$ cat src/rtl/core/frc_pkg.sv
// Shared types and constants for the fragment reassembly tag cache.
package frc_pkg;

  // Ring size and derived index widths
  localparam int unsigned ENTRIES     = 4;
  localparam int unsigned SLOT_W      = (ENTRIES > 1) ? $clog2(ENTRIES) : 1;
  localparam int unsigned SLOT_OUT_W  = 4;
  localparam int unsigned EXP_CNT_W   = 5;

  // Field widths
  localparam int unsigned FRAG_W      = 4;
  localparam int unsigned SEQ_W       = 12;
  localparam int unsigned QUEUE_W     = 5;
  localparam int unsigned FTYPE_W     = 2;
  localparam int unsigned ADDR_W      = 48;
  localparam int unsigned TIME_W      = 32;
  localparam int unsigned TIMEOUT_W   = 20;

  // Configuration port
  localparam int unsigned PADDR_W     = 3;
  localparam int unsigned PDATA_W     = 32;
  localparam logic [PADDR_W-3:0] REG_TIMEOUT_IDX = '0;
  localparam logic [TIMEOUT_W-1:0] TIMEOUT_RST = 20'd500;

  // Transaction kinds
  localparam logic KIND_ADD  = 1'b0;
  localparam logic KIND_FIND = 1'b1;

  // One cached frame tag; for a lookup key, frag holds the new fragment number
  typedef struct packed {
    logic [SEQ_W-1:0]   seq;
    logic [QUEUE_W-1:0] queue;
    logic [FRAG_W-1:0]  frag;
    logic [FTYPE_W-1:0] ftype;
    logic [ADDR_W-1:0]  ra;
    logic [ADDR_W-1:0]  ta;
    logic [TIME_W-1:0]  tstamp;
  } frc_tag_t;

  // Result of comparing one entry against the key
  typedef struct packed {
    logic match;
    logic expired;
  } frc_cmp_t;

  // Sequencer states
  typedef enum logic [1:0] {
    ST_IDLE,
    ST_ADD,
    ST_SEARCH,
    ST_DONE
  } frc_state_e;

endpackage

$ cat src/rtl/core/fragment_reassembly_cache_top.sv
// Top level: sequencer, configuration register and result register of the tag cache.
// A find transaction walks the slots one slot per cycle through the shared compare unit,
// newest slot first.
// Only one transaction is in flight at a time; the next is taken in the cycle after the
// result is handed over.
// Reset clears all valid bits, the write pointer and sets the timeout to 500 ticks.
module fragment_reassembly_cache_top (
  input  logic                            clk_i,
  input  logic                            rst_ni,
  // input channel
  input  logic                            in_valid_i,
  output logic                            in_stall_o,
  input  logic                            kind_i,
  input  logic [frc_pkg::FRAG_W-1:0]      frag_num_i,
  input  logic [frc_pkg::SEQ_W-1:0]       seq_num_i,
  input  logic [frc_pkg::QUEUE_W-1:0]     queue_id_i,
  input  logic [frc_pkg::FTYPE_W-1:0]     frame_type_i,
  input  logic [frc_pkg::ADDR_W-1:0]      receiver_addr_i,
  input  logic [frc_pkg::ADDR_W-1:0]      transmitter_addr_i,
  input  logic [frc_pkg::TIME_W-1:0]      now_i,
  // output channel
  output logic                            out_valid_o,
  input  logic                            out_stall_i,
  output logic                            hit_o,
  output logic [frc_pkg::SLOT_OUT_W-1:0]  slot_o,
  output logic                            evicted_o,
  output logic [frc_pkg::EXP_CNT_W-1:0]   expired_count_o,
  // configuration port
  input  logic                            psel,
  input  logic                            penable,
  input  logic                            pwrite,
  input  logic [frc_pkg::PADDR_W-1:0]     paddr,
  input  logic [frc_pkg::PDATA_W-1:0]     pwdata,
  output logic [frc_pkg::PDATA_W-1:0]     prdata,
  output logic                            pready
);
  import frc_pkg::*;

  localparam logic [SLOT_W-1:0] LAST_SLOT = SLOT_W'(ENTRIES - 1);

  frc_state_e              state_q, state_d;
  logic [TIMEOUT_W-1:0]    timeout_q;
  logic                    kind_q, kind_d;
  frc_tag_t                key_q, key_d;
  logic [SLOT_W-1:0]       wp_q, wp_d;
  logic [SLOT_W-1:0]       idx_q, idx_d;
  logic [SLOT_W-1:0]       step_q, step_d;
  logic                    hit_q, hit_d;
  logic [SLOT_W-1:0]       slot_q, slot_d;
  logic                    evict_q, evict_d;
  logic [EXP_CNT_W-1:0]    exp_cnt_q, exp_cnt_d;
  logic                    out_valid_q, out_valid_d;
  logic                    out_hit_q, out_hit_d;
  logic [SLOT_OUT_W-1:0]   out_slot_q, out_slot_d;
  logic                    out_evict_q, out_evict_d;
  logic [EXP_CNT_W-1:0]    out_exp_q, out_exp_d;

  logic                    in_accept;
  logic                    out_free;
  logic                    cfg_wr;
  logic                    cfg_hit;
  logic [SLOT_W-1:0]       wp_prev;

  logic                    st_wr_en;
  logic                    st_clr_en;
  logic [SLOT_W-1:0]       st_rd_idx;
  frc_tag_t                st_wr_tag;
  frc_tag_t                st_rd_tag;
  logic                    st_rd_valid;
  frc_cmp_t                cmp_res;

  assign in_stall_o = (state_q != ST_IDLE);
  assign in_accept  = in_valid_i && !in_stall_o;
  assign out_free   = !out_valid_q || !out_stall_i;
  assign wp_prev    = (wp_q == '0) ? LAST_SLOT : wp_q - SLOT_W'(1);

  // Configuration register access
  assign pready  = 1'b1;
  assign cfg_hit = (paddr[PADDR_W-1:2] == REG_TIMEOUT_IDX);
  assign cfg_wr  = psel && penable && pwrite && cfg_hit;
  assign prdata  = cfg_hit ? PDATA_W'(timeout_q) : '0;

  always_ff @(posedge clk_i or negedge rst_ni) begin
    if (!rst_ni) begin
      timeout_q <= TIMEOUT_RST;
    end else if (cfg_wr) begin
      timeout_q <= pwdata[TIMEOUT_W-1:0];
    end
  end

  // Storage and compare unit
  assign st_wr_tag = key_q;
  assign st_rd_idx = (state_q == ST_ADD) ? wp_q : idx_q;

  frc_store u_store (
    .clk_i      (clk_i),
    .rst_ni     (rst_ni),
    .wr_en_i    (st_wr_en),
    .wr_idx_i   (wp_q),
    .wr_tag_i   (st_wr_tag),
    .clr_en_i   (st_clr_en),
    .clr_idx_i  (idx_q),
    .rd_idx_i   (st_rd_idx),
    .rd_tag_o   (st_rd_tag),
    .rd_valid_o (st_rd_valid)
  );

  frc_cmp u_cmp (
    .entry_i       (st_rd_tag),
    .entry_valid_i (st_rd_valid),
    .key_i         (key_q),
    .timeout_i     (timeout_q),
    .res_o         (cmp_res)
  );

  // Next state
  always_comb begin
    state_d = state_q;
    unique case (state_q)
      ST_IDLE: begin
        if (in_accept) begin
          state_d = (kind_i == KIND_FIND) ? ST_SEARCH : ST_ADD;
        end
      end
      ST_ADD: begin
        state_d = ST_DONE;
      end
      ST_SEARCH: begin
        if ((cmp_res.match && !cmp_res.expired) || (step_q == LAST_SLOT)) begin
          state_d = ST_DONE;
        end
      end
      ST_DONE: begin
        if (out_free) begin
          state_d = ST_IDLE;
        end
      end
      default: state_d = ST_IDLE;
    endcase
  end

  // Datapath and outputs of the sequencer
  always_comb begin
    kind_d      = kind_q;
    key_d       = key_q;
    wp_d        = wp_q;
    idx_d       = idx_q;
    step_d      = step_q;
    hit_d       = hit_q;
    slot_d      = slot_q;
    evict_d     = evict_q;
    exp_cnt_d   = exp_cnt_q;
    out_valid_d = out_valid_q && out_stall_i;
    out_hit_d   = out_hit_q;
    out_slot_d  = out_slot_q;
    out_evict_d = out_evict_q;
    out_exp_d   = out_exp_q;
    st_wr_en    = 1'b0;
    st_clr_en   = 1'b0;

    unique case (state_q)
      ST_IDLE: begin
        // Capture the transaction and start the walk at the newest slot
        if (in_accept) begin
          kind_d       = kind_i;
          key_d.seq    = seq_num_i;
          key_d.queue  = queue_id_i;
          key_d.frag   = frag_num_i;
          key_d.ftype  = frame_type_i;
          key_d.ra     = receiver_addr_i;
          key_d.ta     = transmitter_addr_i;
          key_d.tstamp = now_i;
          idx_d        = wp_prev;
          step_d       = '0;
          hit_d        = 1'b0;
          slot_d       = '0;
          evict_d      = 1'b0;
          exp_cnt_d    = '0;
        end
      end
      ST_ADD: begin
        // Overwrite the slot at the pointer and advance with wrap
        st_wr_en = 1'b1;
        evict_d  = st_rd_valid;
        slot_d   = wp_q;
        wp_d     = (wp_q == LAST_SLOT) ? '0 : wp_q + SLOT_W'(1);
      end
      ST_SEARCH: begin
        // One slot per cycle; drop stale matches and keep going
        if (cmp_res.match && !cmp_res.expired) begin
          hit_d  = 1'b1;
          slot_d = idx_q;
        end else begin
          if (cmp_res.match) begin
            st_clr_en = 1'b1;
            exp_cnt_d = exp_cnt_q + EXP_CNT_W'(1);
          end
          idx_d  = (idx_q == '0) ? LAST_SLOT : idx_q - SLOT_W'(1);
          step_d = step_q + SLOT_W'(1);
        end
      end
      ST_DONE: begin
        // Hand the result to the output register once it is free
        if (out_free) begin
          out_valid_d = 1'b1;
          out_hit_d   = hit_q;
          out_slot_d  = SLOT_OUT_W'(slot_q);
          out_evict_d = evict_q;
          out_exp_d   = exp_cnt_q;
        end
      end
      default: ;
    endcase
  end

  // Control registers
  always_ff @(posedge clk_i or negedge rst_ni) begin
    if (!rst_ni) begin
      state_q     <= ST_IDLE;
      wp_q        <= '0;
      out_valid_q <= 1'b0;
    end else begin
      state_q     <= state_d;
      wp_q        <= wp_d;
      out_valid_q <= out_valid_d;
    end
  end

  // Working and result payload registers
  always_ff @(posedge clk_i) begin
    kind_q      <= kind_d;
    key_q       <= key_d;
    idx_q       <= idx_d;
    step_q      <= step_d;
    hit_q       <= hit_d;
    slot_q      <= slot_d;
    evict_q     <= evict_d;
    exp_cnt_q   <= exp_cnt_d;
    out_hit_q   <= out_hit_d;
    out_slot_q  <= out_slot_d;
    out_evict_q <= out_evict_d;
    out_exp_q   <= out_exp_d;
  end

  assign out_valid_o     = out_valid_q;
  assign hit_o           = out_hit_q && (kind_q == KIND_FIND || out_hit_q);
  assign slot_o          = out_slot_q;
  assign evicted_o       = out_evict_q;
  assign expired_count_o = out_exp_q;

endmodule

$ cat src/rtl/core/frc_store.sv
// Tag storage ring with per-slot valid bits.
module frc_store (
  input  logic                         clk_i,
  input  logic                         rst_ni,
  input  logic                         wr_en_i,
  input  logic [frc_pkg::SLOT_W-1:0]   wr_idx_i,
  input  frc_pkg::frc_tag_t            wr_tag_i,
  input  logic                         clr_en_i,
  input  logic [frc_pkg::SLOT_W-1:0]   clr_idx_i,
  input  logic [frc_pkg::SLOT_W-1:0]   rd_idx_i,
  output frc_pkg::frc_tag_t            rd_tag_o,
  output logic                         rd_valid_o
);
  import frc_pkg::*;

  logic [ENTRIES-1:0] valid_q;
  frc_tag_t           tag_q [ENTRIES];

  // Set on write, drop on expiry
  always_ff @(posedge clk_i or negedge rst_ni) begin
    if (!rst_ni) begin
      valid_q <= '0;
    end else begin
      if (clr_en_i) begin
        valid_q[clr_idx_i] <= 1'b0;
      end
      if (wr_en_i) begin
        valid_q[wr_idx_i] <= 1'b1;
      end
    end
  end

  // Tag payload, no reset
  always_ff @(posedge clk_i) begin
    if (wr_en_i) begin
      tag_q[wr_idx_i] <= wr_tag_i;
    end
  end

  assign rd_tag_o   = tag_q[rd_idx_i];
  assign rd_valid_o = valid_q[rd_idx_i];

endmodule

$ cat src/rtl/core/frc_cmp.sv
// Shared compare unit: tag match and wrap-safe age check for one entry.
module frc_cmp (
  input  frc_pkg::frc_tag_t                 entry_i,
  input  logic                              entry_valid_i,
  input  frc_pkg::frc_tag_t                 key_i,
  input  logic [frc_pkg::TIMEOUT_W-1:0]     timeout_i,
  output frc_pkg::frc_cmp_t                 res_o
);
  import frc_pkg::*;

  logic [FRAG_W:0]   next_frag;
  logic [TIME_W-1:0] deadline;
  logic [TIME_W-1:0] diff;

  // Expected fragment is last plus one, without wrap
  assign next_frag = {1'b0, entry_i.frag} + {{FRAG_W{1'b0}}, 1'b1};

  // Entry is stale once now is later than time plus timeout, modulo 2^32
  assign deadline = entry_i.tstamp + TIME_W'(timeout_i);
  assign diff     = deadline - key_i.tstamp;

  always_comb begin
    res_o.match = entry_valid_i
                  && (entry_i.seq == key_i.seq)
                  && (entry_i.queue == key_i.queue)
                  && (next_frag == {1'b0, key_i.frag})
                  && (entry_i.ftype == key_i.ftype)
                  && (entry_i.ra == key_i.ra)
                  && (entry_i.ta == key_i.ta);
    res_o.expired = diff[TIME_W-1];
  end

endmodule
$ cat config.mk
export PLATFORM = sky130hd
export DESIGN_NAME = fragment_reassembly_cache_top
export DESIGN_NICKNAME = d
export VERILOG_FILES = /design/src/rtl/core/frc_pkg.sv /design/src/rtl/core/fragment_reassembly_cache_top.sv /design/src/rtl/core/frc_store.sv /design/src/rtl/core/frc_cmp.sv
export SDC_FILE = /design/constraint.sdc
export NUM_CORES = 1
export LEC_CHECK = 0
export BUFFER_PORTS_ARGS = -buffer_cell sky130_fd_sc_hd__buf_4
export CELL_PAD_IN_SITES_DETAIL_PLACEMENT = 0
export CELL_PAD_IN_SITES_GLOBAL_PLACEMENT = 1
export CORE_ASPECT_RATIO = 1.4
export CORE_MARGIN = 2
export CORE_UTILIZATION = 50
export CTS_CLUSTER_SIZE = 24
export DETAILED_ROUTE_END_ITERATION = 8
export GPL_TIMING_DRIVEN = 0
export HOLD_SLACK_MARGIN = 0.12
export PLACE_DENSITY_LB_ADDON = 0.1
export SLEW_MARGIN = 0
export SYNTH_ARGS = -nofsm -noshare
export SYNTH_HDL_FRONTEND = slang
export SYNTH_HIERARCHICAL = 1
export SYNTH_SLANG_ARGS = --single-unit
$ cat constraint.sdc
create_clock -name clk_i -period 40.1 [get_ports clk_i]
set_input_delay 8.02 -clock clk_i [delete_from_list [all_inputs] [get_ports clk_i]]
set_output_delay 8.02 -clock clk_i [all_outputs]
set_load 0.01 [all_outputs]
==> impl_metrics.ini, run 1 <==
[synth]
synth-compound-area-share_pct = 2.04
synthXorXnorAreaFrac_pct = 1.98
synth_edf_count = 777
synthArstFlopShare_pct = 3.60
yosys_warnings = 6
syn_inst = 1542
netlist.area_leader.share_pct = 73.1
yosysTopAreaCell = edfxtp_1
synth_top_family_by_area = multiplexers
synth-seq-cells = 806
synthTopCellsByArea = edfxtp_1 (73%), mux4_2 (11%), ha_1 (2.2%)
postSynthAreaPerCell_um2 = 20.7
ys_seq_area_share_pct = 75.4
syn_area_um2 = 31900
ys_types = 61
yosys.area_share.adder_pct = 3.35
synth-simple-area-share_pct = 3.31
muxShareOfSynthArea_pct = 11.6
ys.flop_type = edfxtp_1

[floorplan]
pin_count = 240
die-area_um2 = 65900
core_um2 = 63100
start_util_pct = 50.5
rows = 109
die_w_um = 218
die_h_um = 303

[placement]
portBuffers = 210
dpl.hpwl_um = 46200
pre_cts_slack_ns = 23.19
gp_congestion = 0.755

[power]
p_sw_w = 0.000961
switching_share_pct = 32.4
p_leak_nw = 13.0
power_density_nw_per_um2 = 78.9
p_int_w = 0.00201
power_frac_clock_pct = 23.5
pwr-share-comb_pct = 36.2
seqPwrFrac_pct = 40.3
peakVddDrop_v = 0.0000483
p_total_w = 0.00297

[sta]
setup_viol = 0
fin_crit_sh_pct = 42.0
slew_headroom_pct = 24.4
tightest_slew_ns = 1.13
fin_setup_tns_ns = 0
fin_ws_ns = 23.24
hold_violations = 0
skew_ns = 0.0266
fmax_mhz = 59.3
slew_violations = 0
rsz0062_at_grt = false
period_minus_slack_ns = 16.86

[route]
firstDrtPassIters = 5
via_count = 15200
drt-vias-per-instance = 5.47
drc = 0
dr.first_iter.drc_count = 1155
routed_wl_um = 68200
antenna_left = 0
wl_per_cell_um = 24.6

[cts]
cts_tree = done
root_buffer = clkbuf_16
htreeDepth = 3
numCtsBuffers = 77
clock_path_buffers = 3
path_clk_slew_ns = 0.06
cts_resized = 0
clock-sinks = 806
post-cts-setup-buffers = 0
cts-hold-fix-buffers = 0
clk_latency_ns = 0.62

[critical_path]
critPathKind = in2out
r2r-start = state_q[1]$_DFFE_PN0P_
r2r-end = exp_cnt_q[2]$_SDFFCE_PP0P_
cp.required_ns = 32.08
rr_worst_depth = 16
worstSetupEndpointType = primary output
reg2reg_slack_ns = 33.95
crit_arrival_ns = 8.84
crit_path_start_kind = input pin
cp_max_fo = 10

[finish]
fill_cells = 4668
nets = 2147
ff_latch_area_um2 = 24100
area_delta_synth_final_pct = 17.9
n_antenna_cell = 0
multi_input_area_um2 = 7170
drive_gt1_share_pct = 31.0

[worst_hold_path]
hp-class = reg2reg
hold_start = slot_q[0]$_DFFE_PP_
hold_path_end = slot_o[0]$_DFFE_PP_
holdPathStages = 0

[global_route]
grtUsageTotal_pct = 21.3
grt_max_degree = 53
grt_pass1_vias = 16100
grt_pass1_wl_um = 101000
antenna_found_initial = 1
grt_overflow_total = 0

[outcome]
status = finished clean

[run]
cap_violations = 0
power by group through the flow:
stage	Sequential, W	Clock, W	Combinational, W
after floorplan	0.00123	0	0.000735
after global placement	0.00128	0	0.00105
after detailed placement	0.00122	0	0.00110
after CTS	0.00120	0.000718	0.00111
after global routing	0.00121	0.000748	0.00117
final	0.00120	0.000698	0.00107
state kept, by name, indices dropped and copies added, names as in the netlist:
signal,cells
evict_q,1
evicted_o,1
exp_cnt_q,5
expired_count_o,5
hit_q,1
idx_q,2
key_q,151
out_hit_q,1
out_valid_o,1
slot_o,2
slot_q,2
state_q,2
step_q,2
timeout_q,20
u_store/tag_q,604
u_store/valid_q,4
wp_q,2
final cells by class:
cell class,instances,share of cell area (%)
repair buffers,245,5.84
well taps,832,2.77
clock buffers,94,5.37
multi-input cells,596,19.1
flip-flops and latches,806,63.9
inverters,98,0.977
plain buffers,55,0.991
clock inverters,44,1.05
metal layers:
| metal | vias to the layer above | GRT usage [%] | routed length (um) |
|---|---|---|---|
| li1 | 6802 | - | - |
| met1 | 7859 | 26.9 | 27300 |
| met2 | 390 | 37.3 | 35700 |
| met3 | 113 | 3.16 | 3010 |
| met4 | 0 | 8.22 | 2230 |
| met5 | - | 0 | 0 |
cell families after synthesis:
logic type | after synthesis
and+or+nand+nor | 173
muxes | 176
adders and majority gates | 74
DFF | 806
buffers and inverters | 153
AOI/OAI and AO/OA | 86
other | 2
xor gates and xnor gates | 72
worst max-delay path by stage:
| stage | from | to | depth (start not counted) |
|---|---|---|---|
| 2_1_floorplan | paddr[2] | prdata[0] | 2 |
| 5_1_grt | paddr[2] | prdata[6] | 4 |
| 3_5_place_dp | paddr[2] | prdata[6] | 4 |
| 3_3_place_gp | state_q[1]$_DFFE_PN0P_ | u_store/tag_q[0][108]$_DFFE_PP_ | 3 |
| 6_report | paddr[2] | prdata[4] | 4 |
| 4_1_cts | paddr[2] | prdata[10] | 4 |
cells in the final DEF (no fill, tap or decap), types with 9 or more instances in the layout:
master     count
conb_1        15
nor2_1         9
nand3_1       12
buf_2         18
o2111ai_1      9
nor4_1         9
nand2_1       13
a2111o_1      10
o21ai_0       11
nand4_1       24
clkinv_1      11
buf_16        11
ha_1          55
inv_1         94
xnor2_1       66
mux2_2        20
dfrtp_1       23
buf_4        228
nand2b_1      26
buf_6         28
nor2b_1       53
clkbuf_1      23
a21oi_1       19
fa_1          19
clkbuf_16     78
mux4_2       152
clkinv_2      17
edfxtp_1     777
cells in the mapped netlist, types with 5 or more instances:
cell       count
dfstp_2        6
a21oi_1       19
mux2_2        20
fa_1          19
xor2_1         6
inv_1         94
nand3_1       12
mux4_2       152
o2111ai_1      9
nor4_1         9
buf_4         18
nor2_1        10
nand2_1       13
a2111o_1      10
edfxtp_1     777
a21o_1         5
o21ai_0       11
nand2b_1      26
nand4_1       24
dfrtp_1       23
buf_2         18
ha_1          55
o22ai_1        6
a22oi_1        5
buf_6         10
nor2b_1       53
clkbuf_1       8
xnor2_1       66
per-stage QoR:
step           cell area, um^2  hold slack, ns  cells  utilization, %
2_1_floorplan            32000           0.400   1555               -
3_3_place_gp             34600           0.404   2597            54.8
3_5_place_dp             35200           0.408   2632            55.8
4_1_cts                  37600           0.423   2770            59.6
5_1_grt                  37600           0.440   2770            59.6
6_report                 37600           0.424   2770            59.6
critical path: stages:
cell and delay [ns]:
buf_4 0.09, clkbuf_1 0.44, nor2b_1 0.11, buf_4 0.17
Power figures use the tool's default switching activity.
==> run 2: changes to the inputs <==
Settings changed: ABC_AREA set to 1, CORE_UTILIZATION 50 to 43.
Clock period 40.1 ns to 14.74 ns, I/O delays scaled along.
==> run 2 against run 1 <==
Synthesized cell count increased by 130%. Worst setup slack got worse by 15 ns. Die area increased by 32%. Critical path type unchanged.
==> impl_metrics.ini, run 2 <==
[global_route]
antenna_found_initial = 0
grt_overflow_total = 0
grt_util_met1_pct = 26.7
grt_max_degree = 96
grt_pass1_wl_um = 139000
grt-busiest-layer = met2
grt_use_met2_pct = 38.4
grtUsageTotal_pct = 21.7
grt_pass1_vias = 22800
met3_usage_pct = 2.86

[synth]
ys.flop_type = edfxtp_1
yosysTopAreaCell = edfxtp_1
postSynthAreaPerCell_um2 = 10.1
yosys_warnings = 6
synthArstFlopShare_pct = 3.60
ys_seq_area_share_pct = 66.1
synthTopCellsByCount = nand2_1 (1100), inv_1 (897), edfxtp_1 (777)
syn_inst = 3607
syn_area_um2 = 36400
ys_types = 36
synth-seq-cells = 806
netlist.area_leader.share_pct = 64.1
synth_most_common_cell = nand2_1
synth_edf_count = 777
synthTopCellsByArea = edfxtp_1 (64%), nand2_1 (11%), inv_1 (9.3%)

[power]
power_density_nw_per_um2 = 224
p_total_w = 0.00945
peakVddDrop_v = 0.000122
p_leak_nw = 19.7

[floorplan]
start_util_pct = 43.3
rows = 126
die_w_um = 250
core_um2 = 84000
pin_count = 240
die_h_um = 348
die-area_um2 = 87000

[sta]
slew_headroom_pct = 39.1
period_minus_slack_ns = 6.55
rsz0062_at_grt = false
slew_violations = 0
fin_crit_sh_pct = 44.5
fin_setup_tns_ns = 0
skew_ns = 0.0185
setup_viol = 0
tightest_slew_ns = 0.904
hold_violations = 0
fmax_mhz = 153

[cts]
htreeDepth = 3
clk_latency_ns = 0.64
clock-sinks = 806
cts-hold-fix-buffers = 0
numCtsBuffers = 83
clock_path_buffers = 3
cts_resized = 0
path_clk_slew_ns = 0.06
cts_tree = done
root_buffer = clkbuf_16
post-cts-setup-buffers = 0

[route]
via_count = 23200
wl_per_cell_um = 18.4
antenna_left = 0
dr.first_iter.drc_count = 1285
drc = 0
firstDrtPassIters = 5
drt-vias-per-instance = 4.58
routed_wl_um = 93500

[finish]
area_delta_synth_final_pct = 15.9
largest-register = u_store/tag_q
fill_cells = 7786
ff_latch_area_um2 = 24100
nets = 4188
multi_input_area_um2 = 8140
final_common_cell = nand2_1
largest_reg_flops = 604
drive_gt1_share_pct = 11.2
final_cell_mix = nand2_1 (1100), inv_1 (892), edfxtp_1 (777), nand3_1 (321), buf_4 (247)
top_regs = u_store/tag_q: 604 flops, key_q: 151 flops, timeout_q: 20 flops

[critical_path]
crit_path_start_kind = input pin
critPathKind = in2out
reg2reg_slack_ns = 9.41
r2r-start = state_q[1]$_DFFE_PN0P_
cp_max_fo = 10
crit_arrival_ns = 3.61
crit_start = paddr[2]
cp.required_ns = 11.79
worstSetupEndpointType = primary output

[placement]
gp_congestion = 0.803
dpl.hpwl_um = 62300
portBuffers = 210

[worst_hold_path]
hp-class = reg2reg
hold_start = slot_q[1]$_DFFE_PP_

[run]
cap_violations = 0

[outcome]
status = finished clean
-- run 2: cell types whose count changed in the layout (fill, tap and decap cells not counted), sizes merged, moves of 20 or more --
cell	change
nand2b	-26
o21ai	+53
nor2b	-54
nor2	+148
nand2	+1087
inv	+799
nand4	-22
mux2	-20
nand3	+309
clkbuf	+30
xnor2	-62
buf	+33
mux4	-152
-- run 2: per-stage QoR --
step,hold WS (ns),instances,setup slack (ns),utilization (%),area (um^2)
2_1_floorplan,0.400,3620,8.33,-,36400
3_3_place_gp,0.404,4918,6.17,46.9,39400
3_5_place_dp,0.413,4923,8.18,47.1,39500
4_1_cts,0.430,5074,8.17,50.2,42200
5_1_grt,0.440,5074,8.15,50.2,42200
6_report,0.429,5075,8.19,50.2,42200
-- run 2: path summary, 6_finish.rpt --
kind / depth (start not counted) / end
worst min-delay path: 0 / slot_o[1]$_DFFE_PP_
max in group asynchronous: 1 / timeout_q[5]$_DFFE_PN1P_
worst max register to register: 24 / exp_cnt_q[1]$_SDFFCE_PP0P_
worst min register to register: 0 / slot_o[1]$_DFFE_PP_
min in group asynchronous: 1 / u_store/valid_q[1]$_DFF_PN0_
worst max-delay path: 4 / prdata[17]
-- run 2: worst max-delay path: stages --
cell,delay [ns]
buf_4,0.12
buf_2,0.19
nor2_1,0.20
buf_4,0.15
-- run 2: kinds of logic after synthesis --
group                      synth area share, %
and+or+nand+nor                           17.6
adders and majority gates                 2.94
other                                   0.0206
AOI/OAI and AO/OA                         1.50
DFF                                       66.1
xor gates and xnor gates                 0.169
muxes                                   0.0275
buffers and inverters                     11.6
-- run 2: final cells by class --
class	instances	share of cell area, %
clock buffer	119	5.47
timing repair buffer	215	4.06
sequential	806	57.1
clock inverter	32	0.754
multi-input combinational	1791	19.3
inverter	900	8.11
antenna	1	0.00593
tap	1088	3.23
buffer	123	1.99
-- run 2: where the power goes --
| part | switching (W) | internal (W) | leakage (nW) |
|---|---|---|---|
| Combinational | 0.00286 | 0.00124 | 11.0 |
| Clock | 0.000855 | 0.00121 | 1.27 |
| Sequential | 0.000208 | 0.00308 | 7.41 |
| Total | 0.00392 | 0.00553 | 19.7 |
-- run 2: per-layer routing --
layer / wire length (um) / part of all wire (%) / vias to the layer above
met5: 0 / 0 / -
met4: 3330 / 3.6 / 0
met3: 3980 / 4.3 / 124
met2: 47400 / 51 / 504
met1: 38800 / 42 / 10800
li1: - / - / 11800
